==> src/sv/cbt_pkg.sv <==
// Shared types and constants for the service circuit-breaker table.
package cbt_pkg;

  // Counter ceiling for refs, active and failure counts
  localparam logic [15:0] CNT_MAX = 16'hFFFF;

  // Register port
  localparam int unsigned CBT_ADDR_W = 4;

  localparam logic [15:0] MAX_CONC_RST  = 16'd32;
  localparam logic [15:0] MAX_FAIL_RST  = 16'd3;
  localparam logic [15:0] BREAK_SEC_RST = 16'd10;

  typedef enum logic [1:0] {
    REG_MAX_CONC  = 2'd0,
    REG_MAX_FAIL  = 2'd1,
    REG_BREAK_SEC = 2'd2
  } reg_idx_e;

  // Event codes
  typedef enum logic [2:0] {
    OP_ATTACH = 3'd0,
    OP_DETACH = 3'd1,
    OP_INVOKE = 3'd2,
    OP_FAILED = 3'd3,
    OP_FINISH = 3'd4
  } op_e;

  // Result codes
  typedef enum logic [2:0] {
    STAT_OK        = 3'd0,
    STAT_NO_ENTRY  = 3'd1,
    STAT_TOO_MANY  = 3'd2,
    STAT_OPEN      = 3'd3,
    STAT_FULL      = 3'd4,
    STAT_NOT_FOUND = 3'd5
  } status_e;

  // Sequencer states
  typedef enum logic [1:0] {
    S_IDLE = 2'd0,
    S_SCAN = 2'd1,
    S_WAIT = 2'd2,
    S_EXEC = 2'd3
  } ctrl_state_e;

  typedef struct packed {
    op_e         op;
    logic [31:0] service_key;
    logic [31:0] now_seconds;
  } cbt_req_t;

  typedef struct packed {
    status_e     status;
    logic [15:0] active_now;
    logic [15:0] failures_now;
  } cbt_res_t;

  typedef struct packed {
    logic [15:0] max_concurrent;
    logic [15:0] max_failures;
    logic [15:0] break_seconds;
  } cbt_cfg_t;

  // One table entry as held in the entry memory
  typedef struct packed {
    logic [31:0] key;
    logic [15:0] refs;
    logic [15:0] active;
    logic [15:0] failures;
    logic [31:0] last_time;
  } entry_t;

  // Controller to datapath
  typedef struct packed {
    logic load;
    logic scan_rd;
    logic exec;
  } dp_cmd_t;

  // Datapath to controller
  typedef struct packed {
    logic scan_last;
  } dp_sts_t;

endpackage

==> src/sv/cbt_regs.sv <==
// Configuration registers behind the APB-style port.
module cbt_regs (
  input  logic                           clk_i,
  input  logic                           rst_ni,
  input  logic                           psel,
  input  logic                           penable,
  input  logic                           pwrite,
  input  logic [cbt_pkg::CBT_ADDR_W-1:0] paddr,
  input  logic [31:0]                    pwdata,
  output logic [31:0]                    prdata,
  output logic                           pready,
  output cbt_pkg::cbt_cfg_t              cfg_o
);
  import cbt_pkg::*;

  cbt_cfg_t cfg_q, cfg_d;
  reg_idx_e idx;
  logic     wr_en;

  assign pready = 1'b1;
  assign idx    = reg_idx_e'(paddr[3:2]);
  assign wr_en  = psel & penable & pwrite & pready;

  // Write decode
  always_comb begin
    cfg_d = cfg_q;
    if (wr_en) begin
      unique case (idx)
        REG_MAX_CONC:  cfg_d.max_concurrent = pwdata[15:0];
        REG_MAX_FAIL:  cfg_d.max_failures   = pwdata[15:0];
        REG_BREAK_SEC: cfg_d.break_seconds  = pwdata[15:0];
        default: ;
      endcase
    end
  end

  always_ff @(posedge clk_i or negedge rst_ni) begin
    if (!rst_ni) begin
      cfg_q.max_concurrent <= MAX_CONC_RST;
      cfg_q.max_failures   <= MAX_FAIL_RST;
      cfg_q.break_seconds  <= BREAK_SEC_RST;
    end else begin
      cfg_q <= cfg_d;
    end
  end

  // Read mux
  always_comb begin
    unique case (idx)
      REG_MAX_CONC:  prdata = {16'd0, cfg_q.max_concurrent};
      REG_MAX_FAIL:  prdata = {16'd0, cfg_q.max_failures};
      REG_BREAK_SEC: prdata = {16'd0, cfg_q.break_seconds};
      default:       prdata = 32'd0;
    endcase
  end

  assign cfg_o = cfg_q;

endmodule

==> src/sv/cbt_ctrl.sv <==
// Sequencer: load, key scan, final compare, update and result.
module cbt_ctrl (
  input  logic             clk_i,
  input  logic             rst_ni,
  input  logic             start,
  output logic             busy,
  output cbt_pkg::dp_cmd_t cmd_o,
  input  cbt_pkg::dp_sts_t sts_i
);
  import cbt_pkg::*;

  ctrl_state_e state_q, state_d;

  always_ff @(posedge clk_i or negedge rst_ni) begin
    if (!rst_ni) begin
      state_q <= S_IDLE;
    end else begin
      state_q <= state_d;
    end
  end

  // Next state and commands
  always_comb begin
    state_d = state_q;
    cmd_o   = '0;
    busy    = 1'b1;
    unique case (state_q)
      S_IDLE: begin
        busy = 1'b0;
        if (start) begin
          cmd_o.load = 1'b1;
          state_d    = S_SCAN;
        end
      end
      S_SCAN: begin
        cmd_o.scan_rd = 1'b1;
        if (sts_i.scan_last) begin
          state_d = S_WAIT;
        end
      end
      // last read entry is compared here
      S_WAIT: state_d = S_EXEC;
      S_EXEC: begin
        cmd_o.exec = 1'b1;
        state_d    = S_IDLE;
      end
      default: state_d = S_IDLE;
    endcase
  end

endmodule

==> src/sv/cbt_dp.sv <==
// Datapath: entry memory, valid bits, key scan and per-event update.
module cbt_dp #(
  parameter int unsigned TABLE_ENTRIES = 16
) (
  input  logic              clk_i,
  input  logic              rst_ni,
  input  cbt_pkg::dp_cmd_t  cmd_i,
  output cbt_pkg::dp_sts_t  sts_o,
  input  cbt_pkg::cbt_req_t req_i,
  input  cbt_pkg::cbt_cfg_t cfg_i,
  output cbt_pkg::cbt_res_t res_o,
  output logic              res_valid_o
);
  import cbt_pkg::*;

  localparam int unsigned IDX_W = (TABLE_ENTRIES > 1) ? $clog2(TABLE_ENTRIES) : 1;
  localparam logic [IDX_W-1:0] LAST_IDX = IDX_W'(TABLE_ENTRIES - 1);

  entry_t mem_q [TABLE_ENTRIES];
  logic [TABLE_ENTRIES-1:0] valid_q;

  cbt_req_t         req_q;
  logic [IDX_W-1:0] idx_q, rd_idx_q, hit_idx_q, free_idx_q;
  logic             rd_chk_q, hit_q, free_q;
  entry_t           rd_data_q, hit_data_q;
  cbt_res_t         res_q;
  logic             res_valid_q;

  entry_t           cur, nxt;
  cbt_res_t         res_d;
  logic             wr_en, vld_set, vld_clr, open_win;
  logic [IDX_W-1:0] wr_idx;
  logic [32:0]      win_end;
  logic [15:0]      refs_dec;
  logic             key_hit, slot_free;

  assign sts_o.scan_last = (idx_q == LAST_IDX);

  // Entry memory: one read port for the scan, one write port for the update
  always_ff @(posedge clk_i) begin
    if (cmd_i.scan_rd) begin
      rd_data_q <= mem_q[idx_q];
    end
    if (cmd_i.exec && wr_en) begin
      mem_q[wr_idx] <= nxt;
    end
  end

  // Valid bits
  always_ff @(posedge clk_i or negedge rst_ni) begin
    if (!rst_ni) begin
      valid_q <= '0;
    end else if (cmd_i.exec) begin
      if (vld_set) begin
        valid_q[wr_idx] <= 1'b1;
      end else if (vld_clr) begin
        valid_q[wr_idx] <= 1'b0;
      end
    end
  end

  assign key_hit   = rd_chk_q && valid_q[rd_idx_q] && (rd_data_q.key == req_q.service_key);
  assign slot_free = rd_chk_q && !valid_q[rd_idx_q];

  // Scan control and match flags
  always_ff @(posedge clk_i or negedge rst_ni) begin
    if (!rst_ni) begin
      idx_q       <= '0;
      rd_chk_q    <= 1'b0;
      hit_q       <= 1'b0;
      free_q      <= 1'b0;
      res_valid_q <= 1'b0;
    end else begin
      rd_chk_q    <= cmd_i.scan_rd;
      res_valid_q <= cmd_i.exec;
      if (cmd_i.load) begin
        idx_q  <= '0;
        hit_q  <= 1'b0;
        free_q <= 1'b0;
      end else begin
        if (cmd_i.scan_rd) begin
          idx_q <= idx_q + 1'b1;
        end
        if (key_hit) begin
          hit_q <= 1'b1;
        end
        if (slot_free) begin
          free_q <= 1'b1;
        end
      end
    end
  end

  // Scan payload: request, read index, first hit, first free slot and result
  always_ff @(posedge clk_i) begin
    if (cmd_i.load) begin
      req_q <= req_i;
    end
    if (cmd_i.scan_rd) begin
      rd_idx_q <= idx_q;
    end
    if (key_hit && !hit_q) begin
      hit_idx_q  <= rd_idx_q;
      hit_data_q <= rd_data_q;
    end
    if (slot_free && !free_q) begin
      free_idx_q <= rd_idx_q;
    end
    if (cmd_i.exec) begin
      res_q <= res_d;
    end
  end

  // Event update on the matched entry, or on the lowest free slot for a new key
  always_comb begin
    cur      = hit_data_q;
    nxt      = cur;
    res_d    = '{status: STAT_OK, active_now: 16'd0, failures_now: 16'd0};
    wr_en    = 1'b0;
    vld_set  = 1'b0;
    vld_clr  = 1'b0;
    wr_idx   = hit_idx_q;
    win_end  = {1'b0, cur.last_time} + {17'd0, cfg_i.break_seconds};
    open_win = ({1'b0, req_q.now_seconds} < win_end);
    refs_dec = (cur.refs != 16'd0) ? cur.refs - 16'd1 : 16'd0;
    unique case (req_q.op)
      OP_ATTACH: begin
        if (hit_q) begin
          nxt.refs           = (cur.refs == CNT_MAX) ? cur.refs : cur.refs + 16'd1;
          wr_en              = 1'b1;
          res_d.active_now   = cur.active;
          res_d.failures_now = cur.failures;
        end else if (free_q) begin
          // fresh entry in the lowest free slot
          wr_idx  = free_idx_q;
          nxt     = '{key: req_q.service_key, refs: 16'd1, active: 16'd0,
                      failures: 16'd0, last_time: 32'd0};
          wr_en   = 1'b1;
          vld_set = 1'b1;
        end else begin
          res_d.status = STAT_FULL;
        end
      end
      OP_DETACH: begin
        if (!hit_q) begin
          res_d.status = STAT_NOT_FOUND;
        end else if (refs_dec == 16'd0) begin
          vld_clr = 1'b1;
        end else begin
          nxt.refs           = refs_dec;
          wr_en              = 1'b1;
          res_d.active_now   = cur.active;
          res_d.failures_now = cur.failures;
        end
      end
      OP_INVOKE: begin
        if (!hit_q) begin
          res_d.status = STAT_NO_ENTRY;
        end else begin
          if (cur.active > cfg_i.max_concurrent) begin
            res_d.status = STAT_TOO_MANY;
          end else if (cur.failures > cfg_i.max_failures && open_win) begin
            res_d.status = STAT_OPEN;
          end else begin
            // granted: stale failures drop, call counted, time stamped
            if (cur.failures > cfg_i.max_failures) begin
              nxt.failures = 16'd0;
            end
            nxt.active    = (cur.active == CNT_MAX) ? cur.active : cur.active + 16'd1;
            nxt.last_time = req_q.now_seconds;
            wr_en         = 1'b1;
          end
          res_d.active_now   = nxt.active;
          res_d.failures_now = nxt.failures;
        end
      end
      OP_FAILED: begin
        if (!hit_q) begin
          res_d.status = STAT_NOT_FOUND;
        end else begin
          nxt.failures = (cur.failures == CNT_MAX) ? cur.failures : cur.failures + 16'd1;
          wr_en              = 1'b1;
          res_d.active_now   = nxt.active;
          res_d.failures_now = nxt.failures;
        end
      end
      OP_FINISH: begin
        if (!hit_q) begin
          res_d.status = STAT_NOT_FOUND;
        end else begin
          nxt.active         = (cur.active != 16'd0) ? cur.active - 16'd1 : 16'd0;
          wr_en              = 1'b1;
          res_d.active_now   = nxt.active;
          res_d.failures_now = nxt.failures;
        end
      end
      default: ;
    endcase
  end

  assign res_o       = res_q;
  assign res_valid_o = res_valid_q;

endmodule

==> src/sv/service_circuit_breaker_table_top.sv <==
// Top level of the service circuit-breaker table.
// An event is taken when start is high and busy is low; its single result
// beat appears on res_o with res_valid_o high for exactly one cycle, and the
// receiver cannot stall it. Between acceptance and the next possible
// acceptance the key lookup walks the entry memory one entry per cycle
// through its single read port, then the wait state finishes the last
// compare and the exec state applies the update. The result beat
// comes out in the cycle where busy has dropped again, so the next event may
// be taken alongside it. There is no clearing pass after reset: entry valid
// bits are flip-flops cleared by reset. Configuration writes go through the
// APB-style port at any time and must be made only while the block is idle.
module service_circuit_breaker_table_top #(
  parameter int unsigned TABLE_ENTRIES = 16
) (
  input  logic                           clk_i,
  input  logic                           rst_ni,
  input  logic                           start,
  output logic                           busy,
  input  cbt_pkg::cbt_req_t              req_i,
  output cbt_pkg::cbt_res_t              res_o,
  output logic                           res_valid_o,
  input  logic                           psel,
  input  logic                           penable,
  input  logic                           pwrite,
  input  logic [cbt_pkg::CBT_ADDR_W-1:0] paddr,
  input  logic [31:0]                    pwdata,
  output logic [31:0]                    prdata,
  output logic                           pready
);
  import cbt_pkg::*;

  cbt_cfg_t cfg;
  dp_cmd_t  cmd;
  dp_sts_t  sts;

  cbt_regs u_regs (
    .clk_i   (clk_i),
    .rst_ni  (rst_ni),
    .psel    (psel),
    .penable (penable),
    .pwrite  (pwrite),
    .paddr   (paddr),
    .pwdata  (pwdata),
    .prdata  (prdata),
    .pready  (pready),
    .cfg_o   (cfg)
  );

  cbt_ctrl u_ctrl (
    .clk_i  (clk_i),
    .rst_ni (rst_ni),
    .start  (start),
    .busy   (busy),
    .cmd_o  (cmd),
    .sts_i  (sts)
  );

  cbt_dp #(
    .TABLE_ENTRIES (TABLE_ENTRIES)
  ) u_dp (
    .clk_i       (clk_i),
    .rst_ni      (rst_ni),
    .cmd_i       (cmd),
    .sts_o       (sts),
    .req_i       (req_i),
    .cfg_i       (cfg),
    .res_o       (res_o),
    .res_valid_o (res_valid_o)
  );

  // An accepted event keeps the block busy
  a_accept_busy: assert property (@(posedge clk_i) disable iff (!rst_ni)
    (start && !busy) |=> busy)
    else $error("busy not raised after an accepted event");

  // A result beat only comes out once the block has gone idle
  a_res_idle: assert property (@(posedge clk_i) disable iff (!rst_ni)
    res_valid_o |-> !busy)
    else $error("result beat while busy");

  // Leaving busy always delivers the result
  a_done_res: assert property (@(posedge clk_i) disable iff (!rst_ni)
    $fell(busy) |-> res_valid_o)
    else $error("busy dropped without a result beat");

  // One result beat per event
  a_single_beat: assert property (@(posedge clk_i) disable iff (!rst_ni)
    res_valid_o |=> !res_valid_o)
    else $error("result beat repeated");

endmodule

==> config.mk <==
export PLATFORM = sky130hd
export DESIGN_NAME = service_circuit_breaker_table_top
export DESIGN_NICKNAME = d
export VERILOG_FILES = /design/src/sv/cbt_pkg.sv /design/src/sv/cbt_regs.sv /design/src/sv/cbt_ctrl.sv /design/src/sv/cbt_dp.sv /design/src/sv/service_circuit_breaker_table_top.sv
export SDC_FILE = /design/constraint.sdc
export NUM_CORES = 2
export LEC_CHECK = 0
export BUFFER_PORTS_ARGS = -buffer_cell sky130_fd_sc_hd__buf_2
export CAP_MARGIN = 20
export CORE_UTILIZATION = 43
export DETAILED_ROUTE_END_ITERATION = 8
export GPL_ROUTABILITY_DRIVEN = 0
export MAX_ROUTING_LAYER = met4
export SLEW_MARGIN = 20
export SYNTH_ARGS = -nofsm -noshare
export SYNTH_HDL_FRONTEND = slang
export SYNTH_SLANG_ARGS = --single-unit
==> constraint.sdc <==
create_clock -name clk_i -period 11.6 [get_ports clk_i]
set_input_delay 2.9 -clock clk_i [delete_from_list [all_inputs] [get_ports clk_i]]
set_output_delay 2.9 -clock clk_i [all_outputs]
set_load 0.01 [all_outputs]
## Word level (Yosys, flattened, before mapping)

Memory sizes are Yosys's and may differ from the RTL's. A register that Yosys moved wholly into a read port is not among the register bits.
Cells that the tools add are included.

| storage, ports and cells | value |
|---|---|
| output and inout bits | 70 |
| word-level logic and storage cells | 161 |
| memories kept | 1 |
| bits in registers | 300 |
| bits in writable memories | 1792 |

| operators by class | value |
|---|---|
| muxes and demuxes | 75 |
| reductions and logical operators | 27 |
| $lt $le $gt $ge | 6 |
| eq/ne operators | 16 |
| add/subtract/negate cells | 7 |
| bitwise gates (word level) | 5 |

Memory list:

| name | depth | bits a word | rd ports | clocked after Yosys merged registers in | wr ports | RTL line | text |
|---|---|---|---|---|---|---|---|
| u_dp.mem_q | 16 | 112 | 1 | 1 | 1 | cbt_dp.sv:19 | `entry_t mem_q [TABLE_ENTRIES];` |

Operator list:

| operator | number |
|---|---|
| $mux 32 | 8 |
| $mux 64 | 4 |
| $mux 16 | 13 |
| $pmux 35 s5 | 1 |
| $pmux 16 s3 | 3 |
| $mux 112 | 1 |
| $pmux 32 s2 | 1 |
| $add 16x1->16 const B | 3 |
| $eq 16x16->1 const B | 3 |
| $add 32x16->33 | 1 |
| $lt 32x33->1 | 1 |
| $eq 32x32->1 | 1 |
| $gt 16x16->1 | 2 |
| $pmux 16 s2 | 1 |
| $reduce_bool 16->1 | 2 |
| $sub 16x1->16 const B | 2 |
| $mux 1 | 26 |
| $mux 4 | 5 |
| $and 16x16->16 | 1 |
| $logic_not 16->1 | 1 |
| $not 16->16 | 1 |
| $or 16x16->16 | 1 |
| $mux 3 | 5 |
| $lt 4x5->1 const B | 2 |
| other kinds (22) | 47 |

## Logic depth before layout (Yosys ltp)

| depth | value |
|---|---|
| depth in word-level cells | 11 |
| mapped depth | 23 |
| depth with buffers taken out | 21 |

## By module

Synthesis repeated with hierarchy kept, for this count alone.

| second synthesis, totals | value |
|---|---|
| cells, all modules | 4168 |
| area total of the unflattened synthesis | 87580.2 µm² |

Modules (own cells, without submodules):

| module | cells each | area each (µm²) | times used |
|---|---|---|---|
| cbt_dp | 3974 | 85070.3 | 1 |
| cbt_regs | 178 | 2338.5 | 1 |
| cbt_ctrl | 16 | 171.4 | 1 |

## Worst setup path before layout

No wires, ideal clock.

| path | value |
|---|---|
| path kind | register to register |
| start | register u_regs.cfg_q (netlist bit u_regs.cfg_o[1]) |
| end | memory u_dp.mem_q[9][0] (netlist bit), enable pin |
| clock period less this slack | 9.444 ns |
| buffers on the path | 0 |
| cell stages (with the launch flop) | 20 |
| data required time | 11.015 ns |
| path slack | 2.156 ns |
| data arrival time | 8.860 ns |
| cells stage by stage | dfstp_2 -> ha_1 -> a211oi_1 -> o21ai_0 -> a221oi_1 -> o21ai_0 -> a31oi_1 -> nor2b_1 -> o21ai_1 -> nor3_1 -> xnor2_1 -> ha_1 -> nand3_1 -> nor4_1 -> nand2_1 -> o211ai_1 -> a211oi_1 -> o31ai_1 -> nand2_1 -> nor2_1 |

| between the ends | value |
|---|---|
| longest elaborated chain between the ends | 10 |

Ends and longest elaborated chain:

| element | RTL line | text |
|---|---|---|
| start, declared | cbt_regs.sv:16 | `cbt_cfg_t cfg_q, cfg_d;` |
| start signal, assigned | cbt_regs.sv:43 | `cfg_q <= cfg_d;` |
| $add 32x16->33 | cbt_dp.sv:123 | `win_end = {1'b0, cur.last_time} + {17'd0, cfg_i.break_seconds};` |
| $lt 32x33->1 | cbt_dp.sv:124 | `open_win = ({1'b0, req_q.now_seconds} < win_end);` |
| $logic_and 1x1->1 | cbt_dp.sv:162 | `end else if (cur.failures > cfg_i.max_failures && open_win) begin` |
| $mux 1 | cbt_dp.sv:162 |  |
| $mux 1 | cbt_dp.sv:160 | `if (cur.active > cfg_i.max_concurrent) begin` |
| $mux 1 | cbt_dp.sv:157 | `if (!hit_q) begin` |
| $pmux 1 s4 | cbt_dp.sv:126 | `unique case (req_q.op)` |
| $logic_and 1x1->1 | cbt_dp.sv:44 | `if (cmd_i.exec && wr_en) begin` |
| $mux 1 | cbt_dp.sv:44 |  |
| $mux 1 (implied by the code) | cbt_dp.sv:45 | `mem_q[wr_idx] <= nxt;` |
| end, declared | cbt_dp.sv:19 |  |

No other way between the ends.

## Worst setup path after layout

| path | value |
|---|---|
| start | register u_regs.cfg_q (netlist bit u_regs.cfg_o[1]) |
| end | memory u_dp.mem_q[2][72] (netlist bit), enable pin |

The elaborated chain is that of the path after synthesis.

==> impl_metrics.toml <==
[finish]
final_cell_area_um2 = 99600
nNetsFinal = 4838
layout_common_cells = "edfxtp_1, mux4_2, nand2_1"
layout_commonest_cell = "edfxtp_1"
fill_cells = 16314
drive_gt1_frac = 0.259
area_growth_pct = 13.5

[worst_hold_path]
worstHoldStart = "u_dp.rd_data_q[35]$_DFFE_PP_"
hold_path.class = "flop to flop"

[routing]
drtIter0Drc = 4584
dr.pass1.iters = 6
wl_per_cell_um = 28.6
via_per_inst = 5.81
vias = 43567
drtAntennaViolNets = 0
wl_um = 214000
drc = 0

[die]
rows = 165
start_util = 0.433
pin_count = 179
die_area_um2 = 206000
die_w_um = 454
dieHeight_um = 454
core-area_um2 = 203000

[timing]
tns_ps = 0
worst_pin_slew_ps = 1130
grt_setup_unrepaired = "no"
fin_crit_ps = 8950
holdWs_ps = 382
clock.fmax_mhz = 112
finalSetupViolations = 0
slew_viol_final = 0
finClkSkew_ps = 76.7
slew_headroom = 0.244
hold_viol_final = 0
min_period_over_period = 0.771

[cts]
cts.repair.resized = 0
cts_setup_buffers = 0
clock_path_buffers = 3
clk_latency_ps = 890
htreeDepth = 4
cts_tree = "yes"
root_buffer = "clkbuf_16"
cts_hold_buf = 0
cts_buffers = 218
clkTransAtPathRegs_ps = 60
cts_sinks = 2204

[power]
leakage_nw = 31.7
power_density_nw_per_um2 = 206
vdd_ir_drop_max_mv = 0.184

[synthesis]
synth-edff-count = 2130
synth_top_family_by_area = "multiplexers"
synthAdderAreaFrac = 0.0133
async_reset_ff_frac = 0.0336
synth_compound_area_frac = 0.0288
synth_area_per_cell_um2 = 20.1
synth-seq-cells = 2204
yosys.area_share.simple = 0.0349
synth_ff_type = "edfxtp_1"
netlist_instances = 4363
synth.area.mux_share = 0.152
yosys.area_share.xor_xnor = 0.00778
seq_area_frac_synth = 0.750
yosysUniqueCellTypes = 80
synth_area_um2 = 87800
synth_warnings = 0

[worst_setup_path]
crit_buf_inv = 1
critPathTopFamily = "compound AO/OA/AOI/OAI gates"
end_kind = "flop"
path_cells = "ha_1 > a211oi_1 > o21ai_0 > a221oi_1 > o21ai_0 > a31oi_1 > nor2b_1 > o21ai_1 > nor2_1 > xnor2_1 > ha_1 > nand4_1 > nor4_1 > nand2_1 > o211ai_1 > a211oi_1 > o31ai_2 > nand2_1 > nor2_4 > buf_4"
cp_max_fo = 43
start_kind = "flop"
crit_type = "flop to flop"
critical-path-slowest-cell = "nor4_1"
cp_slowest_stage_delay_ps = 860
crit_start = "u_regs.cfg_o[1]$_DFFE_PN1P_"
r2r-start = "u_regs.cfg_o[1]$_DFFE_PN1P_"
critPathRequiredTime_ps = 12060
cp_data_arrival_time_ps = 9410

[grt]
grt_pass1_wl_um = 311000
use_met2 = 0.349
grt_busiest_layer = "met2"
globalRoute.totalOverflow = 0
antenna_found_initial = 8
met1_usage = 0.286
grt_pass1_vias = 44579
grt_use_met3 = 0.0333
grt_usage = 0.216
grt_max_degree = 139

[place]
placed_cell_area_um2 = 92300
dp_hpwl_um = 116000
io_buffers = 143

[flow_run]
cap_violations = 0

[outcome]
status = "finished clean"
==> worst paths after layout <==
path	end	slack, ps	depth (start not counted)
setup / recovery	u_dp.mem_q[2][72]$_DFFE_PP_	2650	20
hold / removal	u_dp.cur[35]$_DFFE_PP_	380	0
setup reg to reg	u_dp.mem_q[2][72]$_DFFE_PP_	2650	20
hold reg to reg	u_dp.cur[35]$_DFFE_PP_	380	0
max in group asynchronous	u_regs.cfg_o[45]$_DFFE_PN0P_	8400	2
min in group asynchronous	u_ctrl.state_q[1]$_DFFE_PN0P_	1960	1
==> worst register-to-register path: cells and delay by family (launching register included) <==
| family | cells | cell delay (ps) |
|---|---|---|
| AO/OA/AOI/OAI | 9 | 4080 |
| AND/OR/NAND/NOR | 7 | 2290 |
| buffers and inverters | 1 | 820 |
| flip-flops | 1 | 580 |
| adder cells (fa/ha/maj) | 2 | 560 |
| XOR/XNOR | 1 | 170 |
==> flip-flops by register name, summed over array words and instances (netlist names), named ones only <==
name	count
u_dp.hit_q	1
u_dp.res_valid_o	1
u_dp.mem_q	1792
u_dp.free_idx_q	4
u_dp.rd_data_q	112
u_dp.rd_chk_q	1
u_dp.idx_q	4
u_dp.free_q	1
u_dp.rd_idx_q	4
u_regs.cfg_o	48
u_dp.req_q	67
u_dp.res_o	35
u_dp.cur	112
u_dp.hit_idx_q	4
u_ctrl.state_q	2
==> synth_stat cells, types with 57 or more instances <==
master    number  share of area
mux4_2       565           0.14
nand3_1       57         0.0032
a21oi_1       74         0.0042
nor2_1        96         0.0041
edfxtp_1    2130           0.73
nand2_1      303          0.013
o21ai_0      182          0.010
clkbuf_1     138         0.0059
dfrtp_1       69          0.020
ha_1          92          0.013
buf_1         61         0.0026
inv_1         69         0.0030
==> report_power, final <==
group / switching (W) / leakage, nW / total (W) / internal, W
Combinational: 0.00193 / 8.01 / 0.00379 / 0.00186
Clock: 0.00308 / 3.49 / 0.00702 / 0.00395
Sequential: 0.000358 / 20.2 / 0.00972 / 0.00937
==> area by class of cell <==
type / instances / area [µm²] / share of cell area
clock buffers: 267 / 5650 / 0.0567
flip-flops and latches: 2204 / 65800 / 0.661
repair buffers: 265 / 1870 / 0.0188
inverters: 70 / 263 / 0.00264
diodes: 5 / 12.5 / 0.000126
clock inverters: 145 / 1560 / 0.0156
multi-input cells: 1877 / 21100 / 0.212
well taps: 2672 / 3340 / 0.0336
==> metal layers <==
layer / routed length, µm / share of wire
met1: 89000 / 0.42
met2: 107000 / 0.50
met3: 12400 / 0.058
met4: 5550 / 0.026
met5: 0 / 0
==> logic make-up after synthesis <==
family | Yosys count
flops | 2204
simple gates | 650
mux | 620
compound gates | 419
buf+inv | 297
fa+ha+maj | 93
xor+xnor | 78
other cells | 2
==> stage by stage <==
step / util / worst slack [ps] / total power, W / std cells
2_1_floorplan: - / 2160 / 0.0125 / 4378
3_3_place_gp: 0.456 / 2240 / 0.0137 / 7086
3_5_place_dp: 0.456 / 2870 / 0.0137 / 7087
4_1_cts: 0.492 / 2820 / 0.0208 / 7499
5_1_grt: 0.492 / 2450 / 0.0213 / 7502
6_report: 0.492 / 2650 / 0.0205 / 7505
No activity file was read; power rests on OpenSTA's default activity.
